`src/rtl/wspd_pkg.sv`:
```
// Shared types and constants for the wheel speed PI drive core.
// Holds the microcode ROM, control word layout and configuration record.
// Depends on nothing; every other file of the block imports it.
`default_nettype none

package wspd_pkg;

    // fixed datapath widths, sized from the field ranges
    localparam int UPC_W    = 5;
    localparam int CNT_W    = 6;
    localparam int DIV_BITS = 56;
    localparam int ACC_W    = 58;
    localparam int MUL_A_W  = 34;
    localparam int MUL_B_W  = 16;
    localparam int MUL_P_W  = 51;
    localparam int WHEEL_W  = 33;
    localparam int SUM_W    = 41;
    localparam int INTEG_W  = 32;
    localparam int DACC_W   = 33;
    localparam int REQ_W    = 15;
    localparam int ERR_W    = 16;
    localparam int DRIVE_W  = 17;
    localparam int DEN_W    = 14;

    localparam int DEADBAND_RPM = 50;

    localparam logic [CNT_W-1:0] DIV_LAST = CNT_W'(DIV_BITS - 1);

    typedef logic [UPC_W-1:0] upc_t;

    typedef enum logic [4:0] {
        OP_LOAD,
        OP_TURN,
        OP_R_HI,
        OP_R_LO,
        OP_REQ,
        OP_ERR,
        OP_PROP,
        OP_INTEG,
        OP_ICLAMP,
        OP_SUM,
        OP_F_HI,
        OP_F_LO,
        OP_DIV_INIT,
        OP_DIV_STEP,
        OP_DACC_ADD,
        OP_DACC_CLAMP,
        OP_DRIVE,
        OP_DECAY,
        OP_OUT
    } op_t;

    // sequencing: fall through, wait for an input transfer, loop on counter,
    // wait for the output register then jump
    typedef enum logic [1:0] {
        JC_NEXT,
        JC_WAIT_START,
        JC_LOOP,
        JC_WAIT_OUT
    } jc_t;

    typedef struct packed {
        op_t  op;
        jc_t  jc;
        upc_t target;
    } uword_t;

    typedef struct packed {
        op_t  op;
        logic start;
        logic out_write;
    } ctrl_t;

    // microprogram addresses
    localparam upc_t UA_IDLE       = 5'd0;
    localparam upc_t UA_TURN       = 5'd1;
    localparam upc_t UA_R_HI       = 5'd2;
    localparam upc_t UA_R_LO       = 5'd3;
    localparam upc_t UA_REQ        = 5'd4;
    localparam upc_t UA_ERR        = 5'd5;
    localparam upc_t UA_PROP       = 5'd6;
    localparam upc_t UA_INTEG      = 5'd7;
    localparam upc_t UA_ICLAMP     = 5'd8;
    localparam upc_t UA_SUM        = 5'd9;
    localparam upc_t UA_F_HI       = 5'd10;
    localparam upc_t UA_F_LO       = 5'd11;
    localparam upc_t UA_DIV_INIT   = 5'd12;
    localparam upc_t UA_DIV_STEP   = 5'd13;
    localparam upc_t UA_DACC_ADD   = 5'd14;
    localparam upc_t UA_DACC_CLAMP = 5'd15;
    localparam upc_t UA_DRIVE      = 5'd16;
    localparam upc_t UA_DECAY      = 5'd17;
    localparam upc_t UA_OUT        = 5'd18;

    typedef struct packed {
        logic        wheel_side;
        logic [15:0] prop_gain;
        logic [15:0] integ_gain;
        logic [13:0] max_rpm;
        logic [15:0] pwm_full_scale;
        logic [15:0] pwm_period;
        logic [15:0] half_track;
        logic [23:0] speed_to_rpm;
    } cfg_t;

    localparam cfg_t CFG_RESET = '{
        wheel_side:     1'b0,
        prop_gain:      16'd256,
        integ_gain:     16'd26,
        max_rpm:        14'd6000,
        pwm_full_scale: 16'd1000,
        pwm_period:     16'd1000,
        half_track:     16'd128,
        speed_to_rpm:   24'd25600
    };

    // configuration register indexes
    localparam logic [2:0] CFG_WHEEL_SIDE     = 3'd0;
    localparam logic [2:0] CFG_PROP_GAIN      = 3'd1;
    localparam logic [2:0] CFG_INTEG_GAIN     = 3'd2;
    localparam logic [2:0] CFG_MAX_RPM        = 3'd3;
    localparam logic [2:0] CFG_PWM_FULL_SCALE = 3'd4;
    localparam logic [2:0] CFG_PWM_PERIOD     = 3'd5;
    localparam logic [2:0] CFG_HALF_TRACK     = 3'd6;
    localparam logic [2:0] CFG_SPEED_TO_RPM   = 3'd7;

    localparam logic [1:0] DIR_STOP = 2'd0;
    localparam logic [1:0] DIR_FWD  = 2'd1;
    localparam logic [1:0] DIR_REV  = 2'd2;

    // control store
    function automatic uword_t ucode_rom(input upc_t addr);
        uword_t uw;
        uw = '{op: OP_LOAD, jc: JC_WAIT_START, target: UA_IDLE};
        unique case (addr)
            UA_IDLE:       uw = '{op: OP_LOAD,       jc: JC_WAIT_START, target: UA_IDLE};
            UA_TURN:       uw = '{op: OP_TURN,       jc: JC_NEXT,       target: UA_IDLE};
            UA_R_HI:       uw = '{op: OP_R_HI,       jc: JC_NEXT,       target: UA_IDLE};
            UA_R_LO:       uw = '{op: OP_R_LO,       jc: JC_NEXT,       target: UA_IDLE};
            UA_REQ:        uw = '{op: OP_REQ,        jc: JC_NEXT,       target: UA_IDLE};
            UA_ERR:        uw = '{op: OP_ERR,        jc: JC_NEXT,       target: UA_IDLE};
            UA_PROP:       uw = '{op: OP_PROP,       jc: JC_NEXT,       target: UA_IDLE};
            UA_INTEG:      uw = '{op: OP_INTEG,      jc: JC_NEXT,       target: UA_IDLE};
            UA_ICLAMP:     uw = '{op: OP_ICLAMP,     jc: JC_NEXT,       target: UA_IDLE};
            UA_SUM:        uw = '{op: OP_SUM,        jc: JC_NEXT,       target: UA_IDLE};
            UA_F_HI:       uw = '{op: OP_F_HI,       jc: JC_NEXT,       target: UA_IDLE};
            UA_F_LO:       uw = '{op: OP_F_LO,       jc: JC_NEXT,       target: UA_IDLE};
            UA_DIV_INIT:   uw = '{op: OP_DIV_INIT,   jc: JC_NEXT,       target: UA_IDLE};
            UA_DIV_STEP:   uw = '{op: OP_DIV_STEP,   jc: JC_LOOP,       target: UA_IDLE};
            UA_DACC_ADD:   uw = '{op: OP_DACC_ADD,   jc: JC_NEXT,       target: UA_IDLE};
            UA_DACC_CLAMP: uw = '{op: OP_DACC_CLAMP, jc: JC_NEXT,       target: UA_IDLE};
            UA_DRIVE:      uw = '{op: OP_DRIVE,      jc: JC_NEXT,       target: UA_IDLE};
            UA_DECAY:      uw = '{op: OP_DECAY,      jc: JC_NEXT,       target: UA_IDLE};
            UA_OUT:        uw = '{op: OP_OUT,        jc: JC_WAIT_OUT,   target: UA_IDLE};
            default:       uw = '{op: OP_LOAD,       jc: JC_WAIT_START, target: UA_IDLE};
        endcase
        return uw;
    endfunction

endpackage

`default_nettype wire

```
`src/rtl/wspd_useq.sv`:
```
// Microsequencer: step counter, control store lookup, loop counter.
// Depends on wspd_pkg (control word layout and microprogram).
`default_nettype none

module wspd_useq
    import wspd_pkg::*;
(
    input  wire logic  clk,
    input  wire logic  rst_n,
    input  wire logic  in_valid,
    input  wire logic  out_busy,
    output logic       in_stall,
    output ctrl_t      ctrl
);

    upc_t             pc_reg;
    upc_t             pc_next;
    logic [CNT_W-1:0] cnt_reg;
    logic [CNT_W-1:0] cnt_next;
    uword_t           uw;
    logic             start;

    assign uw       = ucode_rom(pc_reg);
    assign in_stall = (uw.jc != JC_WAIT_START);
    assign start    = in_valid && !in_stall;

    always_comb
    begin
        pc_next  = pc_reg + 1'b1;
        cnt_next = DIV_LAST;
        unique case (uw.jc)
            JC_NEXT:
            begin
            end
            JC_WAIT_START:
            begin
                if (!start)
                begin
                    pc_next = pc_reg;
                end
            end
            JC_LOOP:
            begin
                cnt_next = cnt_reg - 1'b1;
                if (cnt_reg != '0)
                begin
                    pc_next = pc_reg;
                end
            end
            JC_WAIT_OUT:
            begin
                pc_next = out_busy ? pc_reg : uw.target;
            end
            default:
            begin
                pc_next = UA_IDLE;
            end
        endcase
    end

    always_ff @(posedge clk or negedge rst_n)
    begin
        if (!rst_n)
        begin
            pc_reg  <= UA_IDLE;
            cnt_reg <= DIV_LAST;
        end
        else
        begin
            pc_reg  <= pc_next;
            cnt_reg <= cnt_next;
        end
    end

    assign ctrl.op        = uw.op;
    assign ctrl.start     = start;
    assign ctrl.out_write = (uw.op == OP_OUT) && !out_busy;

    a_start_enters_program: assert property (@(posedge clk) disable iff (!rst_n)
        start |=> (pc_reg == UA_TURN))
        else $error("input transfer did not start the program");

    a_div_count_loaded: assert property (@(posedge clk) disable iff (!rst_n)
        (uw.op == OP_DIV_INIT) |=> (cnt_reg == DIV_LAST))
        else $error("divide loop counter not preloaded");

    a_div_loop_exit: assert property (@(posedge clk) disable iff (!rst_n)
        (uw.jc == JC_LOOP && cnt_reg == '0) |=> (pc_reg == UA_DACC_ADD))
        else $error("divide loop did not exit on last step");

endmodule

`default_nettype wire

```
`config.mk`:
```
export PLATFORM = sky130hd
export DESIGN_NAME = wspd_useq
export DESIGN_NICKNAME = d
export VERILOG_FILES = /design/src/rtl/wspd_pkg.sv /design/src/rtl/wspd_useq.sv
export SDC_FILE = /design/constraint.sdc
export NUM_CORES = 1
export LEC_CHECK = 0
export ABC_AREA = 1
export ABC_CLOCK_PERIOD_IN_PS = 1350
export BUFFER_PORTS_ARGS = -buffer_cell sky130_fd_sc_hd__buf_4
export CAP_MARGIN = 40
export CORE_MARGIN = 1.5
export CORE_UTILIZATION = 30
export CTS_CLUSTER_DIAMETER = 80
export DETAILED_ROUTE_END_ITERATION = 10
export GPL_TIMING_DRIVEN = 0
export PLACE_DENSITY = 0.58
export SYNTH_ARGS = -nofsm -noshare
export SYNTH_HDL_FRONTEND = slang
export SYNTH_SLANG_ARGS = --single-unit
```
`constraint.sdc`:
```
create_clock -name clk -period 1.35 [get_ports clk]
set_input_delay 0.135 -clock clk [delete_from_list [all_inputs] [get_ports clk]]
set_output_delay 0.135 -clock clk [all_outputs]
set_load 0.05 [all_outputs]
```
* Word level (Yosys, flattened, before mapping)
Memory sizes are Yosys's and may differ from the RTL's.
Cells that the tools add are included.
** Word-level totals
- Flip-flop bits (word level) :: 11
- Latch bits :: 0
- Bits in writable memories :: 0
- Memory bits (read-only) :: 224
- Input bits :: 4
- Output and inout bits :: 8
- Logic and storage cells :: 24
- Memories kept :: 1
** Cells by class
- Add/sub/neg operators :: 2
- Multiply operators :: 0
- Div/mod/pow operators :: 0
- $lt $le $gt $ge :: 0
- Equal/unequal tests :: 8
- Shifts and indexed selects :: 0
- Muxes and demuxes :: 5
- Bitwise gates (word level) :: 0
- Reductions and logical operators :: 6
** Memory list
- (no name shown) :: words 32, bits a word 7, rd ports 1, clocked after memory_dff 0, write ports 0, RTL line wspd_pkg.sv:135 : unique case (addr)
** Operator list (number)
- $mux 5 :: 3
- $pmux 5 s3 :: 1
- $mux 6 :: 1
- $ne 2x2->1 const B :: 3
- $reduce_bool 6->1 :: 1
- $sub 6x1->6 const B :: 1
- $add 5x1->5 const B :: 1
- $eq 5x5->1 const B :: 1
- $eq 2x2->1 const B :: 2
- $reduce_and 3->1 :: 1
- $eq 2x1->1 const B :: 1
- $logic_and 1x1->1 :: 2
- $logic_not 1->1 :: 2
- $ne 2x1->1 const B :: 1

* Logic depth before layout (Yosys ltp)
Gate-level depths: netlist of the first run.
An unclocked memory read counts as a cell.
- Depth in word-level cells :: 6
- Depth in mapped cells :: 11
- Mapped depth without buffers :: 11

* Least setup slack after synthesis of the first run
Ideal clock, no wire load.
- Kind :: flip-flop to output port
- Start :: register pc_reg[4]
- End :: output ctrl[0] (netlist name)
- Arrival time :: 2.582 ns
- Data required time :: 1.215 ns
- Setup slack :: -1.367 ns
- Cell stages (with the launch flop) :: 5
- Buffers on the path :: 1
- Path through :: dfrtp_1 -> buf_4 -> o21ai_0 -> nand3_1 -> nor2_1
** RTL lines
- start: declaration :: RTL line wspd_useq.sv:16 : upc_t pc_reg;
- start signal: assignment :: RTL line wspd_useq.sv:70 : pc_reg <= pc_next;
- end: declaration :: RTL line wspd_useq.sv:13 : output ctrl_t ctrl

* Worst setup path in the final report of the first run
- Start :: register pc_reg[1]
- End :: output ctrl[1] (netlist name)
** On the way
- Word-level cells in the longest chain between the ends :: 4
** RTL lines
- $mem_v2 32x7
- $ne 2x1->1 :: RTL line wspd_useq.sv:24 : assign in_stall = (uw.jc != JC_WAIT_START);
- $logic_not 1->1 :: RTL line wspd_useq.sv:25 : assign start = in_valid && !in_stall;
- $logic_and 1x1->1 :: RTL line wspd_useq.sv:25
No other way between the ends.

==> results of run 1 <==
[path summary, 6_finish.rpt]
path,from,to,slack (ps),depth (start not counted)
min in group clk,out_busy,pc_reg[4]$_DFFE_PN0P_,290,4
max reg2reg,pc_reg[1]$_DFFE_PN0P_,pc_reg[2]$_DFFE_PN0P_,-220,12
min reg2reg,cnt_reg[0]$_DFF_PN1_,cnt_reg[0]$_DFF_PN1_,450,1
max in group asynchronous,rst_n,cnt_reg[2]$_DFF_PN1_,890,2
min,rst_n,pc_reg[1]$_DFFE_PN0P_,220,2
max,pc_reg[1]$_DFFE_PN0P_,ctrl[1],-480,8
[timing repair]
action                                  in CTS  in global routing
setup buffers                               14                  4
endpoints found under the setup margin      18                 18
pin swaps                                   16                  4
hold endpoints to repair                    11                  0
hold buffers                                 1                  0
resized for setup                           28                 14
[per-layer routing]
metal  GRT usage, %  wire, um  vias to the layer above
li1               -         -                      410
met4           4.98        24                        0
met3           2.04        37                        3
met1           15.5       827                      366
met2           25.5      1090                       12
met5              0         0                        -
[worst max-delay path: stages (launching register included)]
cell and delay, ps:
dfrtp_1 410, buf_4 150, ha_4 150, nand3_2 100, nand2_4 80, nor2_4 140, clkinvlp_4 130, nor2_4 100
buf_8 150
[cell families (layout without fill, tap and decap cells)]
kind of cell	count (synthesis)	in the layout	share of synthesized area, %
AOI/OAI and AO/OA	4	4	2.26
xor gates and xnor gates	4	4	3.96
adders and majority gates	7	7	9.89
buffers and inverters	20	51	9.32
DFF	11	11	31.8
and+or+nand+nor	64	64	42.8
[power by group through the flow]
stage | logic (W) | clock network (W) | registers, W
floorplan | 0.00134 | 0 | 0.000547
global placement | 0.00165 | 0 | 0.000572
finish | 0.00245 | 0.000230 | 0.000569
global route | 0.00266 | 0.000252 | 0.000583
CTS | 0.00224 | 0.000238 | 0.000566
detailed placement | 0.00167 | 0 | 0.000575
[layout by cell type, fill, tap and decap left out]
cell type / n
a21oi_2: 1
ha_2: 1
nand3_2: 3
buf_4: 19
ha_4: 4
inv_2: 4
dlygate4sd3_1: 1
clkbuf_1: 1
buf_6: 5
ha_1: 2
clkinvlp_4: 1
nand2_1: 18
xor2_1: 3
dfstp_2: 5
o21ai_2: 2
dfrtp_2: 3
xnor2_1: 1
nand4_1: 7
nand3_1: 5
nand3_4: 3
clkbuf_4: 3
buf_8: 4
nor2_1: 8
nor2_4: 7
o21ai_0: 1
inv_1: 11
nand2_8: 1
nand2_2: 7
dfrtp_1: 3
inv_4: 2
nand4_4: 1
nand2_4: 4
[metrics by stage]
step / std cells / total power [W] / TNS, ps
after floorplan: 110 / 0.00189 / -1760
after global routing: 172 / 0.00349 / -5290
after CTS: 170 / 0.00304 / -3890
after detailed placement: 152 / 0.00225 / -2250
after global placement: 152 / 0.00223 / -1950
final: 172 / 0.00325 / -3920
[layout make-up]
class,instances,area [um2]
buffer,1,7.51
clock buffer,4,26.3
fill,264,1420
inverter,18,76.3
multi-input combinational,79,664
sequential,11,285
tap,31,38.8
timing repair buffer,28,262
==> results.cfg, run 1 <==
[finish]
postLayoutCoreUtil_pct = 48.9
nets = 153
syn_to_final_growth_pct = 53.5
final_layout_size_suffix_gt1_share_pct = 56.7
largest_reg_flops = 6
fin_area_um2 = 1360
diodes = 0

[timing]
setup_ws_ps = -483
setup_violations = 17
fin_crit_sh_pct = 136
clock_skew_ps = 9.47
max_freq_mhz = 545
relSlewSlack_pct = 86.6
fin_crit_ps = 1830
slew_viol_final = 0
hold_viol_final = 0
rsz0062_at_grt = yes
hold_slack_ps = 223
worstMarginPinSlew_ps = 198

[floorplan]
fp.dieW_um = 57.3
die_y_um = 57.3
rows = 19
dieArea_um2 = 3290
coreArea_um2 = 2780
start_util_pct = 31.8
ios = 12

[synth]
synth.ff_latch_count = 11
ys.warnings.count = 0
synth_async_sr_flop_share_pct = 100
synth_largest_area_cell = dfrtp_1
synth_nets = 121
synth_top_area_share_pct = 16.9
synth.area.top_cells = dfrtp_1 17%, dfstp_2 15%, nand2_1 10%, ha_1 9.9%, inv_1 7.2%
synth.most_common_cell = nand2_1
synth-edff-count = 0
ys_seq_area_share_pct = 31.8
ys_types = 21
syn_avg_cell_area_um2 = 8.05
netlist_area_um2 = 886
synth-main-ff-cell = dfrtp_1
synth_common_cells = 24 x nand2_1, 17 x inv_1, 11 x nor2_1
synth_cells = 110

[worst_hold_path]
hold_class = in2async

[place]
hpwl_mm = 1.36
portBuffers = 11
place_area_um2 = 1050
gp_congestion = 0.796
place_ws_ps = -412

[outcome]
violations = setup timing
status = finished, violations left

[route]
wl_mm = 1.98
routedWlPerCell_um = 11.5
ant_nets = 0
vias_per_cell = 4.60
drc_errors = 0
firstDrtPassIters = 3
drt_iter0_drc = 10
num_vias = 791

[critical_path]
endpoint_kind = output port
worstPathArrival_ps = 1700
startpoint_type = flip-flop
critPathMaxFanout = 3
crit_type = reg2out
crit_required_ps = 1220

[cts]
cts-root-buf = clkbuf_4
cts_buffer_depth = 2
clk_pin_slew_ps = 80
cts_tree = done
numCtsBuffers = 3
cts.htree.levels = 1
clock_latency_ps = 280
cts_sinks = 11

[global_routing]
grt_pass1_wl_mm = 3.45
antenna_found_initial = 0
grt_pass1_vias = 850
overflow = 0
grt_max_degree = 12
grt_use_total_pct = 13.7

[pwr]
peakVddDrop_mv = 1.85
pwr-share-comb_pct = 75.4
clock_power_share_pct = 7.1
p_leak_nw = 0.632
swShare_pct = 50.9
p_sw_w = 0.00165
p_int_w = 0.00160
power_density_nw_per_um2 = 2390
p_seq_share_pct = 17.5

[flow_run]
cap_violations = 0
No activity file was read; power rests on OpenSTA's default activity.
==> run 2, diff against run 1 <==
- CORE_ASPECT_RATIO: default -> 0.75
==> results.cfg, run 2 (synthesis gave the netlist of run 1 again) <==
[outcome]
status = finished, violations left
violations = setup timing

[cts]
clock_latency_ps = 240
cts-root-buf = clkbuf_8
cts.htree.levels = 1
cts_tree = done
numCtsBuffers = 3
cts_buffer_depth = 2
cts_sinks = 11
clk_pin_slew_ps = 50

[finish]
largest_reg_flops = 6
layout_commonest_cell = nand2_1
fin_area_um2 = 1450
nets = 155
diodes = 0
fill_cells = 222
syn_to_final_growth_pct = 63.8
final_cell_mix = 20 x nand2_1, 15 x buf_4, 11 x inv_1, 11 x buf_6, 8 x nor2_1
multi_input_area_um2 = 687
ff_latch_area_um2 = 287
final_layout_size_suffix_gt1_share_pct = 56.6
postLayoutCoreUtil_pct = 53.7

[pwr]
peakVddDrop_mv = 1.32
p_leak_nw = 0.660
power_density_nw_per_um2 = 2470

[route]
firstDrtPassIters = 4
wl_met1_mm = 1.01
routed.top_layer = met4
vias_per_cell = 4.81
drt_iter0_drc = 16
drc_errors = 0
ant_nets = 0
met3_length_um = 94
wl_mm = 2.38
num_vias = 861
wl_met2_mm = 1.22
routedWlPerCell_um = 13.3

[worst_hold_path]
hold_class = in2async

[place]
portBuffers = 11
hpwl_mm = 1.42
gp_congestion = 0.805
place_area_um2 = 1060
place_ws_ps = -448

[global_routing]
overflow = 0
grt_max_degree = 12
grt_use_total_pct = 14.4
antenna_found_initial = 0
grt_pass1_wl_mm = 3.57
grt_pass1_vias = 803

[critical_path]
path_cells = ha_4 > inv_4 > ha_4 > nand2_4 > nor2_4 > nand3_2 > nor2_4 > buf_8
critPathMaxFanout = 6
crit_family = flip-flops
worstPathArrival_ps = 1690
crit_type = reg2out
crit_required_ps = 1220
startpoint_type = flip-flop
crit_buf_inv = 2
max_stage_delay_ps = 480
endpoint_kind = output port
slowest_stage = dfrtp_2

[timing]
slew_viol_final = 0
worstMarginPinSlew_ps = 241
rsz0062_at_grt = yes
fin_crit_ps = 1820
hold_slack_ps = 266
hold_viol_final = 0
fin_crit_sh_pct = 135
setup_ws_ps = -475
relSlewSlack_pct = 83.9
clock_skew_ps = 2.82
setup_violations = 18
max_freq_mhz = 548

[flow_run]
cap_violations = 0

[floorplan]
rows = 16
die_y_um = 50.1
coreArea_um2 = 2700
start_util_pct = 32.8
fp.dieW_um = 65.7
ios = 12
dieArea_um2 = 3290
run 2: final timing paths:
check,depth (start not counted),endpoint,from,slack (ps)
max in group asynchronous,2,cnt_reg[0]$_DFF_PN1_,rst_n,860
min,2,cnt_reg[3]$_DFF_PN0_,rst_n,270
min in group clk,4,pc_reg[2]$_DFFE_PN0P_,out_busy,340
max reg2reg,13,pc_reg[0]$_DFFE_PN0P_,pc_reg[1]$_DFFE_PN0P_,-330
min reg2reg,1,cnt_reg[0]$_DFF_PN1_,cnt_reg[0]$_DFF_PN1_,450
max,8,ctrl[0],pc_reg[0]$_DFFE_PN0P_,-470
run 2: area by class of cell:
| type | instances | area share (%) |
|---|---|---|
| repair buffers | 30 | 20.6 |
| inverters | 18 | 5.60 |
| flip-flops and latches | 11 | 19.7 |
| well taps | 36 | 3.10 |
| multi-input cells | 79 | 47.3 |
| plain buffers | 1 | 0.517 |
| clock buffers | 4 | 3.10 |
run 2: stage by stage:
stage | total power (W) | cells | TNS [ps]
global placement | 0.00224 | 157 | -2040
detailed placement | 0.00226 | 157 | -2330
global route | 0.00382 | 179 | -5950
CTS | 0.00312 | 170 | -3300
finish | 0.00359 | 179 | -4500
floorplan | 0.00189 | 110 | -1760
run 2: metal layers:
metal  vias up  GRT usage (%)
met5         -              0
met4         0           3.13
met3         8           4.11
met2        25           24.7
met1       414           17.7
li1        414              -
run 2: repair_timing:
| item | 4_1_cts | 5_1_grt |
|---|---|---|
| buffers inserted | 9 | 10 |
| endpoints found under the hold margin | 11 | 0 |
| resized for setup | 32 | 21 |
| setup endpoints to repair | 18 | 18 |
| hold buffers | 1 | 0 |
| pin swaps | 11 | 7 |
run 2: power by group:
part           internal [W]  switching [W]  total (W)
logic               0.00117        0.00148    0.00265
clock network      0.000207       0.000115   0.000322
registers          0.000435       0.000183   0.000617
total               0.00181        0.00178    0.00359
