--- config.mk ---
export PLATFORM = sky130hd
export DESIGN_NAME = wspd_dpath
export DESIGN_NICKNAME = d
export VERILOG_FILES = /design/src/rtl/wspd_pkg.sv /design/src/rtl/wspd_dpath.sv
export SDC_FILE = /design/constraint.sdc
export NUM_CORES = 2
export LEC_CHECK = 0
export BUFFER_PORTS_ARGS = -buffer_cell sky130_fd_sc_hd__buf_2
export CAP_MARGIN = 30
export CORE_MARGIN = 1
export CORE_UTILIZATION = 40
export DETAILED_ROUTE_END_ITERATION = 8
export SYNTH_ARGS = -nofsm -noshare
export SYNTH_HDL_FRONTEND = slang
export SYNTH_SLANG_ARGS = --single-unit
--- constraint.sdc ---
create_clock -name clk -period 14.1 [get_ports clk]
set_input_delay 2.115 -clock clk [delete_from_list [all_inputs] [get_ports clk]]
set_output_delay 2.115 -clock clk [all_outputs]
set_load 0.02 [all_outputs]
--- src/rtl/wspd_pkg.sv ---
// Shared types and constants for the wheel speed PI drive core.
// Holds the microcode ROM, control word layout and configuration record.
// Depends on nothing; every other file of the block imports it.
`default_nettype none

package wspd_pkg;

    // fixed datapath widths, sized from the field ranges
    localparam int UPC_W    = 5;
    localparam int CNT_W    = 6;
    localparam int DIV_BITS = 56;
    localparam int ACC_W    = 58;
    localparam int MUL_A_W  = 34;
    localparam int MUL_B_W  = 16;
    localparam int MUL_P_W  = 51;
    localparam int WHEEL_W  = 33;
    localparam int SUM_W    = 41;
    localparam int INTEG_W  = 32;
    localparam int DACC_W   = 33;
    localparam int REQ_W    = 15;
    localparam int ERR_W    = 16;
    localparam int DRIVE_W  = 17;
    localparam int DEN_W    = 14;

    localparam int DEADBAND_RPM = 50;

    localparam logic [CNT_W-1:0] DIV_LAST = CNT_W'(DIV_BITS - 1);

    typedef logic [UPC_W-1:0] upc_t;

    typedef enum logic [4:0] {
        OP_LOAD,
        OP_TURN,
        OP_R_HI,
        OP_R_LO,
        OP_REQ,
        OP_ERR,
        OP_PROP,
        OP_INTEG,
        OP_ICLAMP,
        OP_SUM,
        OP_F_HI,
        OP_F_LO,
        OP_DIV_INIT,
        OP_DIV_STEP,
        OP_DACC_ADD,
        OP_DACC_CLAMP,
        OP_DRIVE,
        OP_DECAY,
        OP_OUT
    } op_t;

    // sequencing: fall through, wait for an input transfer, loop on counter,
    // wait for the output register then jump
    typedef enum logic [1:0] {
        JC_NEXT,
        JC_WAIT_START,
        JC_LOOP,
        JC_WAIT_OUT
    } jc_t;

    typedef struct packed {
        op_t  op;
        jc_t  jc;
        upc_t target;
    } uword_t;

    typedef struct packed {
        op_t  op;
        logic start;
        logic out_write;
    } ctrl_t;

    // microprogram addresses
    localparam upc_t UA_IDLE       = 5'd0;
    localparam upc_t UA_TURN       = 5'd1;
    localparam upc_t UA_R_HI       = 5'd2;
    localparam upc_t UA_R_LO       = 5'd3;
    localparam upc_t UA_REQ        = 5'd4;
    localparam upc_t UA_ERR        = 5'd5;
    localparam upc_t UA_PROP       = 5'd6;
    localparam upc_t UA_INTEG      = 5'd7;
    localparam upc_t UA_ICLAMP     = 5'd8;
    localparam upc_t UA_SUM        = 5'd9;
    localparam upc_t UA_F_HI       = 5'd10;
    localparam upc_t UA_F_LO       = 5'd11;
    localparam upc_t UA_DIV_INIT   = 5'd12;
    localparam upc_t UA_DIV_STEP   = 5'd13;
    localparam upc_t UA_DACC_ADD   = 5'd14;
    localparam upc_t UA_DACC_CLAMP = 5'd15;
    localparam upc_t UA_DRIVE      = 5'd16;
    localparam upc_t UA_DECAY      = 5'd17;
    localparam upc_t UA_OUT        = 5'd18;

    typedef struct packed {
        logic        wheel_side;
        logic [15:0] prop_gain;
        logic [15:0] integ_gain;
        logic [13:0] max_rpm;
        logic [15:0] pwm_full_scale;
        logic [15:0] pwm_period;
        logic [15:0] half_track;
        logic [23:0] speed_to_rpm;
    } cfg_t;

    localparam cfg_t CFG_RESET = '{
        wheel_side:     1'b0,
        prop_gain:      16'd256,
        integ_gain:     16'd26,
        max_rpm:        14'd6000,
        pwm_full_scale: 16'd1000,
        pwm_period:     16'd1000,
        half_track:     16'd128,
        speed_to_rpm:   24'd25600
    };

    // configuration register indexes
    localparam logic [2:0] CFG_WHEEL_SIDE     = 3'd0;
    localparam logic [2:0] CFG_PROP_GAIN      = 3'd1;
    localparam logic [2:0] CFG_INTEG_GAIN     = 3'd2;
    localparam logic [2:0] CFG_MAX_RPM        = 3'd3;
    localparam logic [2:0] CFG_PWM_FULL_SCALE = 3'd4;
    localparam logic [2:0] CFG_PWM_PERIOD     = 3'd5;
    localparam logic [2:0] CFG_HALF_TRACK     = 3'd6;
    localparam logic [2:0] CFG_SPEED_TO_RPM   = 3'd7;

    localparam logic [1:0] DIR_STOP = 2'd0;
    localparam logic [1:0] DIR_FWD  = 2'd1;
    localparam logic [1:0] DIR_REV  = 2'd2;

    // control store
    function automatic uword_t ucode_rom(input upc_t addr);
        uword_t uw;
        uw = '{op: OP_LOAD, jc: JC_WAIT_START, target: UA_IDLE};
        unique case (addr)
            UA_IDLE:       uw = '{op: OP_LOAD,       jc: JC_WAIT_START, target: UA_IDLE};
            UA_TURN:       uw = '{op: OP_TURN,       jc: JC_NEXT,       target: UA_IDLE};
            UA_R_HI:       uw = '{op: OP_R_HI,       jc: JC_NEXT,       target: UA_IDLE};
            UA_R_LO:       uw = '{op: OP_R_LO,       jc: JC_NEXT,       target: UA_IDLE};
            UA_REQ:        uw = '{op: OP_REQ,        jc: JC_NEXT,       target: UA_IDLE};
            UA_ERR:        uw = '{op: OP_ERR,        jc: JC_NEXT,       target: UA_IDLE};
            UA_PROP:       uw = '{op: OP_PROP,       jc: JC_NEXT,       target: UA_IDLE};
            UA_INTEG:      uw = '{op: OP_INTEG,      jc: JC_NEXT,       target: UA_IDLE};
            UA_ICLAMP:     uw = '{op: OP_ICLAMP,     jc: JC_NEXT,       target: UA_IDLE};
            UA_SUM:        uw = '{op: OP_SUM,        jc: JC_NEXT,       target: UA_IDLE};
            UA_F_HI:       uw = '{op: OP_F_HI,       jc: JC_NEXT,       target: UA_IDLE};
            UA_F_LO:       uw = '{op: OP_F_LO,       jc: JC_NEXT,       target: UA_IDLE};
            UA_DIV_INIT:   uw = '{op: OP_DIV_INIT,   jc: JC_NEXT,       target: UA_IDLE};
            UA_DIV_STEP:   uw = '{op: OP_DIV_STEP,   jc: JC_LOOP,       target: UA_IDLE};
            UA_DACC_ADD:   uw = '{op: OP_DACC_ADD,   jc: JC_NEXT,       target: UA_IDLE};
            UA_DACC_CLAMP: uw = '{op: OP_DACC_CLAMP, jc: JC_NEXT,       target: UA_IDLE};
            UA_DRIVE:      uw = '{op: OP_DRIVE,      jc: JC_NEXT,       target: UA_IDLE};
            UA_DECAY:      uw = '{op: OP_DECAY,      jc: JC_NEXT,       target: UA_IDLE};
            UA_OUT:        uw = '{op: OP_OUT,        jc: JC_WAIT_OUT,   target: UA_IDLE};
            default:       uw = '{op: OP_LOAD,       jc: JC_WAIT_START, target: UA_IDLE};
        endcase
        return uw;
    endfunction

endpackage

`default_nettype wire

--- src/rtl/wspd_dpath.sv ---
// Datapath: shared 34x16 multiplier, accumulator, radix-2 divider, state
// registers and output register, all steered by the microcode op.
// Depends on wspd_pkg.
`default_nettype none

module wspd_dpath
    import wspd_pkg::*;
(
    input  wire logic               clk,
    input  wire logic               rst_n,
    input  wire ctrl_t              ctrl,
    input  wire cfg_t               cfg,
    input  wire logic signed [15:0] linear_speed,
    input  wire logic signed [15:0] angular_speed,
    input  wire logic signed [14:0] measured_rpm,
    input  wire logic               out_stall,
    output logic                    out_busy,
    output logic                    out_valid,
    output logic [15:0]             compare_value,
    output logic [1:0]              direction,
    output logic signed [16:0]      drive_level,
    output logic signed [14:0]      request_rpm
);

    localparam logic signed [ACC_W-1:0]   REQ_DB   = ACC_W'(DEADBAND_RPM * (2 ** 24));
    localparam logic signed [INTEG_W-1:0] INTEG_DB = INTEG_W'(DEADBAND_RPM * (2 ** 16));
    localparam logic signed [DACC_W-1:0]  DACC_ONE = DACC_W'(2 ** 16);

    // latched item
    logic signed [15:0]         lin_reg;
    logic signed [15:0]         ang_reg;
    logic signed [14:0]         meas_reg;
    // working registers
    logic signed [WHEEL_W-1:0]  wheel_reg,  wheel_next;
    logic signed [ACC_W-1:0]    acc_reg,    acc_next;
    logic signed [REQ_W-1:0]    req_reg,    req_next;
    logic signed [ERR_W-1:0]    err_reg,    err_next;
    logic signed [SUM_W-1:0]    sum_reg,    sum_next;
    logic [DIV_BITS-1:0]        num_reg,    num_next;
    logic [DEN_W-1:0]           rem_reg,    rem_next;
    logic                       neg_reg,    neg_next;
    logic signed [DRIVE_W-1:0]  drive_reg,  drive_next;
    // controller state
    logic signed [INTEG_W-1:0]  integ_reg,  integ_next;
    logic signed [DACC_W-1:0]   dacc_reg,   dacc_next;
    logic [15:0]                held_reg,   held_next;
    // output register
    logic                       out_valid_reg, out_valid_next;
    logic [15:0]                compare_value_reg;
    logic [1:0]                 direction_reg, direction_next;
    logic signed [DRIVE_W-1:0]  drive_level_reg;
    logic signed [REQ_W-1:0]    request_rpm_reg;

    // shared multiplier
    logic signed [MUL_A_W-1:0]  mul_a;
    logic [MUL_B_W-1:0]         mul_b;
    logic signed [MUL_P_W-1:0]  mul_p;

    // derived terms
    logic signed [WHEEL_W-1:0]  lin_term;
    logic signed [WHEEL_W-1:0]  turn_term;
    logic signed [ACC_W-1:0]    r_max;
    logic signed [ACC_W-1:0]    r_quot;
    logic signed [REQ_W-1:0]    max_s;
    logic signed [ACC_W-1:0]    i_lim;
    logic signed [ACC_W-1:0]    d_lim;
    logic signed [ACC_W-1:0]    acc_mag;
    logic signed [ACC_W-1:0]    q_signed;
    logic signed [DACC_W-1:0]   d_quot;
    logic [DEN_W-1:0]           den;
    logic [DEN_W:0]             rem_sh;
    logic [DEN_W+1:0]           rem_diff;
    logic signed [DRIVE_W-1:0]  drive_mag;

    always_comb
    begin
        mul_a = '0;
        mul_b = '0;
        case (ctrl.op)
            OP_TURN:
            begin
                mul_a = MUL_A_W'(ang_reg);
                mul_b = cfg.half_track;
            end
            OP_R_HI:
            begin
                mul_a = MUL_A_W'(wheel_reg);
                mul_b = MUL_B_W'(cfg.speed_to_rpm[23:12]);
            end
            OP_R_LO:
            begin
                mul_a = MUL_A_W'(wheel_reg);
                mul_b = MUL_B_W'(cfg.speed_to_rpm[11:0]);
            end
            OP_PROP:
            begin
                mul_a = MUL_A_W'(err_reg);
                mul_b = cfg.prop_gain;
            end
            OP_INTEG:
            begin
                mul_a = MUL_A_W'(err_reg);
                mul_b = cfg.integ_gain;
            end
            OP_F_HI:
            begin
                mul_a = MUL_A_W'(sum_reg >>> 17);
                mul_b = cfg.pwm_full_scale;
            end
            OP_F_LO:
            begin
                mul_a = $signed(MUL_A_W'(sum_reg[16:0]));
                mul_b = cfg.pwm_full_scale;
            end
            default:
            begin
            end
        endcase
        mul_p = mul_a * $signed({1'b0, mul_b});
    end

    assign lin_term  = WHEEL_W'(lin_reg) <<< 8;
    assign turn_term = $signed(mul_p[WHEEL_W-1:0]);
    assign r_max     = $signed(ACC_W'({cfg.max_rpm, 24'd0}));
    assign r_quot    = (acc_reg >>> 24)
                     + ACC_W'(acc_reg[ACC_W-1] && (acc_reg[23:0] != '0));
    assign max_s     = $signed({1'b0, cfg.max_rpm});
    assign i_lim     = $signed(ACC_W'({cfg.max_rpm, 16'd0}));
    assign d_lim     = $signed(ACC_W'({cfg.pwm_full_scale, 16'd0}));
    assign acc_mag   = acc_reg[ACC_W-1] ? -acc_reg : acc_reg;
    assign q_signed  = neg_reg ? -$signed(ACC_W'(num_reg)) : $signed(ACC_W'(num_reg));
    assign d_quot    = (dacc_reg >>> 16)
                     + DACC_W'(dacc_reg[DACC_W-1] && (dacc_reg[15:0] != '0));
    // zero rpm limit divides by one
    assign den       = (cfg.max_rpm == '0) ? DEN_W'(1) : cfg.max_rpm;
    assign rem_sh    = {rem_reg, num_reg[DIV_BITS-1]};
    assign rem_diff  = {1'b0, rem_sh} - {2'b00, den};
    assign drive_mag = drive_reg[DRIVE_W-1] ? -drive_reg : drive_reg;

    always_comb
    begin
        wheel_next     = wheel_reg;
        acc_next       = acc_reg;
        req_next       = req_reg;
        err_next       = err_reg;
        sum_next       = sum_reg;
        num_next       = num_reg;
        rem_next       = rem_reg;
        neg_next       = neg_reg;
        drive_next     = drive_reg;
        integ_next     = integ_reg;
        dacc_next      = dacc_reg;
        held_next      = held_reg;
        direction_next = DIR_STOP;
        case (ctrl.op)
            OP_TURN:
            begin
                wheel_next = cfg.wheel_side ? (lin_term + turn_term) : (lin_term - turn_term);
            end
            OP_R_HI, OP_F_HI:
            begin
                acc_next = ACC_W'(mul_p);
            end
            OP_R_LO:
            begin
                acc_next = (acc_reg <<< 12) + ACC_W'(mul_p);
            end
            OP_REQ:
            begin
                // deadband first, then clamp, then truncate toward zero
                if (acc_reg >= -REQ_DB && acc_reg <= REQ_DB)
                begin
                    req_next = '0;
                end
                else if (acc_reg > r_max)
                begin
                    req_next = max_s;
                end
                else if (acc_reg < -r_max)
                begin
                    req_next = -max_s;
                end
                else
                begin
                    req_next = $signed(r_quot[REQ_W-1:0]);
                end
            end
            OP_ERR:
            begin
                err_next = ERR_W'(req_reg) - ERR_W'(meas_reg);
            end
            OP_PROP:
            begin
                sum_next = SUM_W'(mul_p) <<< 8;
            end
            OP_INTEG:
            begin
                acc_next = ACC_W'(integ_reg) + (ACC_W'(mul_p) <<< 8);
            end
            OP_ICLAMP:
            begin
                if (acc_reg > i_lim)
                begin
                    integ_next = INTEG_W'(i_lim);
                end
                else if (acc_reg < -i_lim)
                begin
                    integ_next = INTEG_W'(-i_lim);
                end
                else
                begin
                    integ_next = INTEG_W'(acc_reg);
                end
            end
            OP_SUM:
            begin
                // small integrator is ignored
                if (integ_reg > INTEG_DB || integ_reg < -INTEG_DB)
                begin
                    sum_next = sum_reg + SUM_W'(integ_reg);
                end
            end
            OP_F_LO:
            begin
                acc_next = (acc_reg <<< 17) + ACC_W'(mul_p);
            end
            OP_DIV_INIT:
            begin
                neg_next = acc_reg[ACC_W-1];
                num_next = acc_mag[DIV_BITS-1:0];
                rem_next = '0;
            end
            OP_DIV_STEP:
            begin
                if (!rem_diff[DEN_W+1])
                begin
                    rem_next = rem_diff[DEN_W-1:0];
                    num_next = {num_reg[DIV_BITS-2:0], 1'b1};
                end
                else
                begin
                    rem_next = rem_sh[DEN_W-1:0];
                    num_next = {num_reg[DIV_BITS-2:0], 1'b0};
                end
            end
            OP_DACC_ADD:
            begin
                acc_next = ACC_W'(dacc_reg) + q_signed;
            end
            OP_DACC_CLAMP:
            begin
                if (acc_reg > d_lim)
                begin
                    dacc_next = DACC_W'(d_lim);
                end
                else if (acc_reg < -d_lim)
                begin
                    dacc_next = DACC_W'(-d_lim);
                end
                else
                begin
                    dacc_next = DACC_W'(acc_reg);
                end
            end
            OP_DRIVE:
            begin
                drive_next = $signed(d_quot[DRIVE_W-1:0]);
            end
            OP_DECAY:
            begin
                // zero request: bleed one unit toward zero
                if (req_reg == '0)
                begin
                    if (drive_reg > 0)
                    begin
                        dacc_next = dacc_reg - DACC_ONE;
                    end
                    else if (drive_reg < 0)
                    begin
                        dacc_next = dacc_reg + DACC_ONE;
                    end
                end
            end
            OP_OUT:
            begin
                if (drive_reg != '0)
                begin
                    held_next = cfg.pwm_period - drive_mag[15:0];
                end
                if (drive_reg > 0)
                begin
                    direction_next = DIR_FWD;
                end
                else if (drive_reg < 0)
                begin
                    direction_next = DIR_REV;
                end
            end
            default:
            begin
            end
        endcase
    end

    assign out_busy = out_valid_reg && out_stall;

    always_comb
    begin
        out_valid_next = out_valid_reg;
        if (ctrl.out_write)
        begin
            out_valid_next = 1'b1;
        end
        else if (out_valid_reg && !out_stall)
        begin
            out_valid_next = 1'b0;
        end
    end

    // control and controller state
    always_ff @(posedge clk or negedge rst_n)
    begin
        if (!rst_n)
        begin
            out_valid_reg <= 1'b0;
            integ_reg     <= '0;
            dacc_reg      <= '0;
            held_reg      <= '0;
        end
        else
        begin
            out_valid_reg <= out_valid_next;
            integ_reg     <= integ_next;
            dacc_reg      <= dacc_next;
            if (ctrl.out_write)
            begin
                held_reg <= held_next;
            end
        end
    end

    // payload registers
    always_ff @(posedge clk)
    begin
        if (ctrl.start)
        begin
            lin_reg  <= linear_speed;
            ang_reg  <= angular_speed;
            meas_reg <= measured_rpm;
        end
        wheel_reg <= wheel_next;
        acc_reg   <= acc_next;
        req_reg   <= req_next;
        err_reg   <= err_next;
        sum_reg   <= sum_next;
        num_reg   <= num_next;
        rem_reg   <= rem_next;
        neg_reg   <= neg_next;
        drive_reg <= drive_next;
        if (ctrl.out_write)
        begin
            compare_value_reg <= held_next;
            direction_reg     <= direction_next;
            drive_level_reg   <= drive_reg;
            request_rpm_reg   <= req_reg;
        end
    end

    assign out_valid     = out_valid_reg;
    assign compare_value = compare_value_reg;
    assign direction     = direction_reg;
    assign drive_level   = drive_level_reg;
    assign request_rpm   = request_rpm_reg;

    a_no_overwrite_stalled: assert property (@(posedge clk) disable iff (!rst_n)
        ctrl.out_write |-> !(out_valid_reg && out_stall))
        else $error("result written over a stalled result");

    a_dir_matches_drive: assert property (@(posedge clk) disable iff (!rst_n)
        out_valid_reg |-> ((direction_reg == DIR_STOP) == (drive_level_reg == '0)))
        else $error("direction disagrees with drive level");

    a_held_on_zero_drive: assert property (@(posedge clk) disable iff (!rst_n)
        (ctrl.out_write && drive_reg == '0) |=> (held_reg == $past(held_reg)))
        else $error("compare value changed on zero drive");

endmodule

`default_nettype wire

# Yosys cells after proc, flatten, opt, wreduce, memory -nomap -nowiden
# Cells that the tools add are included.
[word_totals]
regBits = 430
in_bits = 176
[classes]
add_sub_neg = 21
mul = 1
order_cmp = 12
n_eq_ne = 21
mux = 30
bitwise_logic = 1
n_reduce_logical = 25
[ops]
columns = ["cell", "n"]
rows = [
  ["$pmux W58 S5", 1],
  ["$mux W33", 6],
  ["$lt A58 B58 Y1", 3],
  ["$pmux W34 S5", 1],
  ["$add A58 B51 Y58", 2],
  ["$pmux W56 S2", 1],
  ["$pmux W16 S6", 1],
  ["$pmux W41 S2", 1],
  ["$pmux W33 S2", 1],
  ["$mux W32", 2],
  ["$add A32 B58 Y58", 1],
  ["$add A33 B58 Y58", 1],
  ["$ge A58 B31 Y1 const B", 1],
  ["$gt A58 B31 Y1", 1],
  ["$gt A58 B33 Y1", 1],
  ["$gt A58 B39 Y1", 1],
  ["$le A58 B31 Y1 const B", 1],
  ["$mux W58", 1],
  ["$neg A30 Y58", 1],
  ["$neg A32 Y58", 1],
  ["$neg A38 Y58", 1],
  ["$neg A56 Y58", 1],
  ["$mux W56", 1],
  ["$neg A56 Y56", 1],
  ["45 further kinds", 78],
]

# Logic depth before layout (Yosys ltp)
[logic_depth]
word_depth = 6
depth_mapped = 48
mapped_depth_nobuf = 43

# Least setup slack after synthesis
# Ideal clock, no wire load.
[synth_timing]
path_kind = "in2reg"
start = "input ctrl[2] (netlist name)"
end = "register acc_reg[57], data pin"
setup_time_ns = 0.259
arrival_ns = 13.797
required_time_ns = 13.841
slack_ns = 0.044
stages = 41
path_cell_list = "clkbuf_1 -> nand2_1 -> nor3_1 -> clkbuf_1 -> clkbuf_1 -> buf_1 -> a221oi_1 -> nor2_1 -> fa_1 -> fa_1 -> fa_1 -> fa_1 -> fa_1 -> inv_1 -> fa_1 -> inv_1 -> ha_1 -> clkbuf_1 -> [5 not listed] -> a21oi_1 -> o21ai_0 -> a221o_1 -> a2111oi_0 -> a41o_1 -> nor2_1 -> ha_1 -> a21oi_1 -> nor2b_1 -> o21ai_0 -> nand2b_1 -> a21o_1 -> a21o_1 -> or4_1 -> o21ba_2 -> xor2_1 -> a221o_2 -> a211o_1"
[synth_via]
elab_chain_len = 6
elab_cells_between_ends = 19
[synth_lines]
columns = ["element", "line_no", "source"]
rows = [
  ["start: declaration", "wspd_dpath.sv:11", "input wire ctrl_t ctrl,"],
  ["$eq A5 B4 Y1 (tied with other cells)", "wspd_dpath.sv:79, wspd_dpath.sv:155", ""],
  ["$reduce_or A2 Y1 (no source line)", "--", ""],
  ["$pmux W16 S6 or $pmux W34 S5 (tied branches)", "wspd_dpath.sv:79", "case (ctrl.op)"],
  ["$mul A34 B17 Y51", "wspd_dpath.sv:119", "mul_p = mul_a * $signed({1'b0, mul_b});"],
  ["$add A58 B51 Y58 (tied with other cells)", "wspd_dpath.sv:225", "acc_next = (acc_reg <<< 17) + ACC_W'(mul_p);"],
  ["$pmux W58 S5 *", "wspd_dpath.sv:155", "case (ctrl.op)"],
  ["named net acc_next[57]", "wspd_dpath.sv:35", "logic signed [ACC_W-1:0] acc_reg, acc_next;"],
  ["end signal: assignment", "wspd_dpath.sv:352", "acc_reg <= acc_next;"],
  ["end: declaration", "wspd_dpath.sv:35", ""],
]
# Mark *: on every way through the listed nets, which the timed path passes. The rest lies on a longest branch.
# A chain may end at the register's enable or synchronous reset.

# Worst setup path after layout
[layout_timing]
start = "input ctrl[3] (netlist name)"
end = "register acc_reg[52], data pin"
# Same word-level chain as after synthesis.

==> run metrics <==
final hold violations=0; Crit Path Category=input port to flop; wirelength, routed=223000 µm; WHS Path Cells=2; final setup TNS=0 ns; Core ar.=152000 µm²; clock sink count=430; Crit-path slowest cell=fa_1; Warnings, synthesis=0; Avg Cell Area, Syn=8.55 µm²; post-synthesis mux area share=1.19%; adder-cell share of the synthesized area=29.7%; number of library cell types mapped by synthesis=81; Post-synth ARST share=19.1%; Synth Area in XOR/XNOR=7.25%; drt drc=0; P&R area growth vs syn=10.7%; CP Capture Type=flop; status=finished, final reports clean; number of flip-flops under the largest register name=58; CTS max path bufs=3; CTS tree=built; crit path from=ctrl[3]; Clk pin slew, worst setup/hold paths=0.06 ns; DP HPWL=182000 µm; Worst Path Arrival=13.81 ns; maxcap violations=0; Synth Area in Compound Gates=19.1%; GRT Residual Overflow=0; Sequential Power Share=28.4%; Hold Startpoint=held_reg[15]$_DFFE_PN0P_; first-pass GRT wire length=336000 µm; reg-to-reg slack, setup=2.40 ns; total CTS buffers=54; crit path time final=13.41 ns; 1st-iter DRT viols=5254; H-Tree Depth=2; Synth top area share=17.1%; share of layout cells above drive strength 1=8.62%; Critical Path Max Stage Delay=0.63 ns; vias per inst=5.83; Peak VDD IR=0.000103 V; Placed Instances=9350; Layout Cells excl Fill=9456; largest net degree at the start of global routing=94; Static Leak=31.5 nW; later-pin clock latency in the skew report=0.70 ns; starting density of the core=40.3%; Die ar.=155000 µm²; worst-path fanout max=25; post-synth net total=8478; Clk network pwr share=27.4%; worst rel slew slack=26.2%; final setup violation count=0; Seq/Total Area, Yosys=20.4%; number of flops mapped to enable cells by yosys=348; Syn Inst Count=7159; synth top area cells=edfxtp_1 (17%), fa_1 (17%), ha_1 (13%), inv_1 (5.2%), nand2_1 (5.0%); Routed Antenna Nets=0; Die Height=393 µm; Crit path required time=14.50 ns; I/O Pins=228; Vias=55110; Hold Buf Count CTS=0; WHS Endpoint=held_reg[15]$_DFFE_PN0P_; Worst setup SP type=input port; mapped cell area=61200 µm²; Root Buffer=clkbuf_16; crit-path leading delay family=compound AO/OA/AOI/OAI gates; Primary FF master, synth=edfxtp_1; vias in the first global route=53459; RSZ-0062 raised after global routing=false; switching fraction of total power=40.9%; CP Depth=41; fmax=74.6 MHz; Simple-Gate Fraction of Synth Area=15.4%; worst-case reg-to-reg path depth=36; main combinational cell family by area after synthesis=adder cells; Psw=2.40 mW; PD cells=86.6 nW/µm²; R2R Path Start=err_reg[13]$_DFFE_PN_; register bit total from synthesis=430; HP Class=flop to flop; pin slew with the least headroom to its limit=1.10 ns; RR Endpoint=acc_reg[52]$_DFFE_PP_; cell row count=143; Max Clock Skew=0.0569 ns; Nets=8695; fin crit share=95.1%; largest area contributor in the netlist=edfxtp_1; antenna violations before repair=18; all-layer global routing usage=28.7%; Final Slew Violations=0; worst path buffer plus inverter count=6; Port Buffer Count=227; placer congestion estimate=0.978; die width=393 µm; Wirelength per Cell=23.6 µm; drt pass-1 iters=6; Gate power share=44.1%; P_int=3.47 mW; Most Frequent Cell on Critical Path=fa_1
[metrics by stage]
stage | hold slack, ns | instance area, µm² | utilization [%] | setup slack [ns] | power, mW
detailed placement | 0.472 | 65700 | 43.3 | 0.165 | 4.22
CTS | 0.487 | 67800 | 44.6 | 0.802 | 5.85
floorplan | 0.450 | 61200 | - | 0.0441 | 3.38
global placement | 0.465 | 65700 | 43.2 | 0.344 | 4.20
global route | 0.525 | 67800 | 44.6 | 0.00681 | 6.18
finish | 0.482 | 67800 | 44.6 | 0.686 | 5.87
[worst max-delay path by stage]
stage                     slack (ns)                    end
after global routing           0.007  acc_reg[52]$_DFFE_PP_
after CTS                       0.80  acc_reg[52]$_DFFE_PP_
after floorplan                 0.04  acc_reg[57]$_DFFE_PP_
after detailed placement        0.16  acc_reg[52]$_DFFE_PP_
after global placement          0.34  acc_reg[52]$_DFFE_PP_
final                           0.69  acc_reg[52]$_DFFE_PP_
[kinds of logic after synthesis]
family | after synthesis
compound gates | 1778
xor+xnor | 507
fa+ha+maj | 1143
buf+inv | 1144
flops | 430
mux | 70
simple gates | 2087
[cells in the mapped netlist (54+ instances only)]
cell type    n
nand2_1    822
a21o_1     255
o21a_1      66
ha_1       626
xnor2_1    317
edfxtp_1   348
nor2_1     590
a21oi_1    419
inv_1      856
nand3_1    118
fa_1       517
a22oi_1     63
nor3_1      86
a31oi_1     54
xor2_1     190
nand4_1     82
o31ai_1     60
nor2b_1     70
a221oi_1    59
nand2b_1    60
clkbuf_1   268
dfrtp_1     82
o21ai_0    393
[area by class of cell]
cell class	instances	area [µm²]
Antenna cell	4	10.0
Clock buffer	62	1400
Clock inverter	40	612
Fill cell	14943	84100
Inverter	856	3210
Multi-Input combinational cell	5585	44600
Sequential cell	430	12500
Tap cell	2030	2540
Timing Repair Buffer	449	2850
[per-layer routing]
layer	GRT usage, %	wire length, µm
met5	0	90
met4	11.3	10300
met3	5.42	19100
met2	44.5	97500
met1	39.2	95700
[cells in the final DEF (no fill, tap or decap), types with 56 or more instances in the layout]
master	instances
a21o_1	255
a21oi_1	416
a221oi_1	56
a22oi_1	63
buf_2	227
buf_4	217
dfrtp_1	82
edfxtp_1	348
fa_1	517
ha_1	626
inv_1	856
nand2_1	822
nand2b_1	60
nand3_1	117
nand4_1	82
nor2_1	581
nor2b_1	70
nor3_1	80
o21a_1	66
o21ai_0	393
o31ai_1	60
xnor2_1	317
xor2_1	190
[worst register-to-register path, delay by kind of cell, from the launching register on]
family / cells / cell delay, ns
AO/OA/AOI/OAI: 16 / 4.97
adder cells (fa/ha/maj): 8 / 4.08
AND/OR/NAND/NOR: 7 / 1.37
flip-flops: 1 / 0.56
buffers and inverters: 4 / 0.25
XOR/XNOR: 1 / 0.16
[power by group through the flow]
stage	Sequential, mW	Clock, mW	Combinational (mW)
after global routing	1.67	1.68	2.83
final	1.67	1.61	2.59
after floorplan	1.65	0	1.74
after CTS	1.67	1.63	2.55
after global placement	1.69	0	2.51
after detailed placement	1.69	0	2.54
[timing repair]
item	CTS	global route
setup buffers	0	0
gates resized for setup	0	2
endpoints found under the setup margin	0	1
Note: power is estimated with default switching activity, not from simulation.
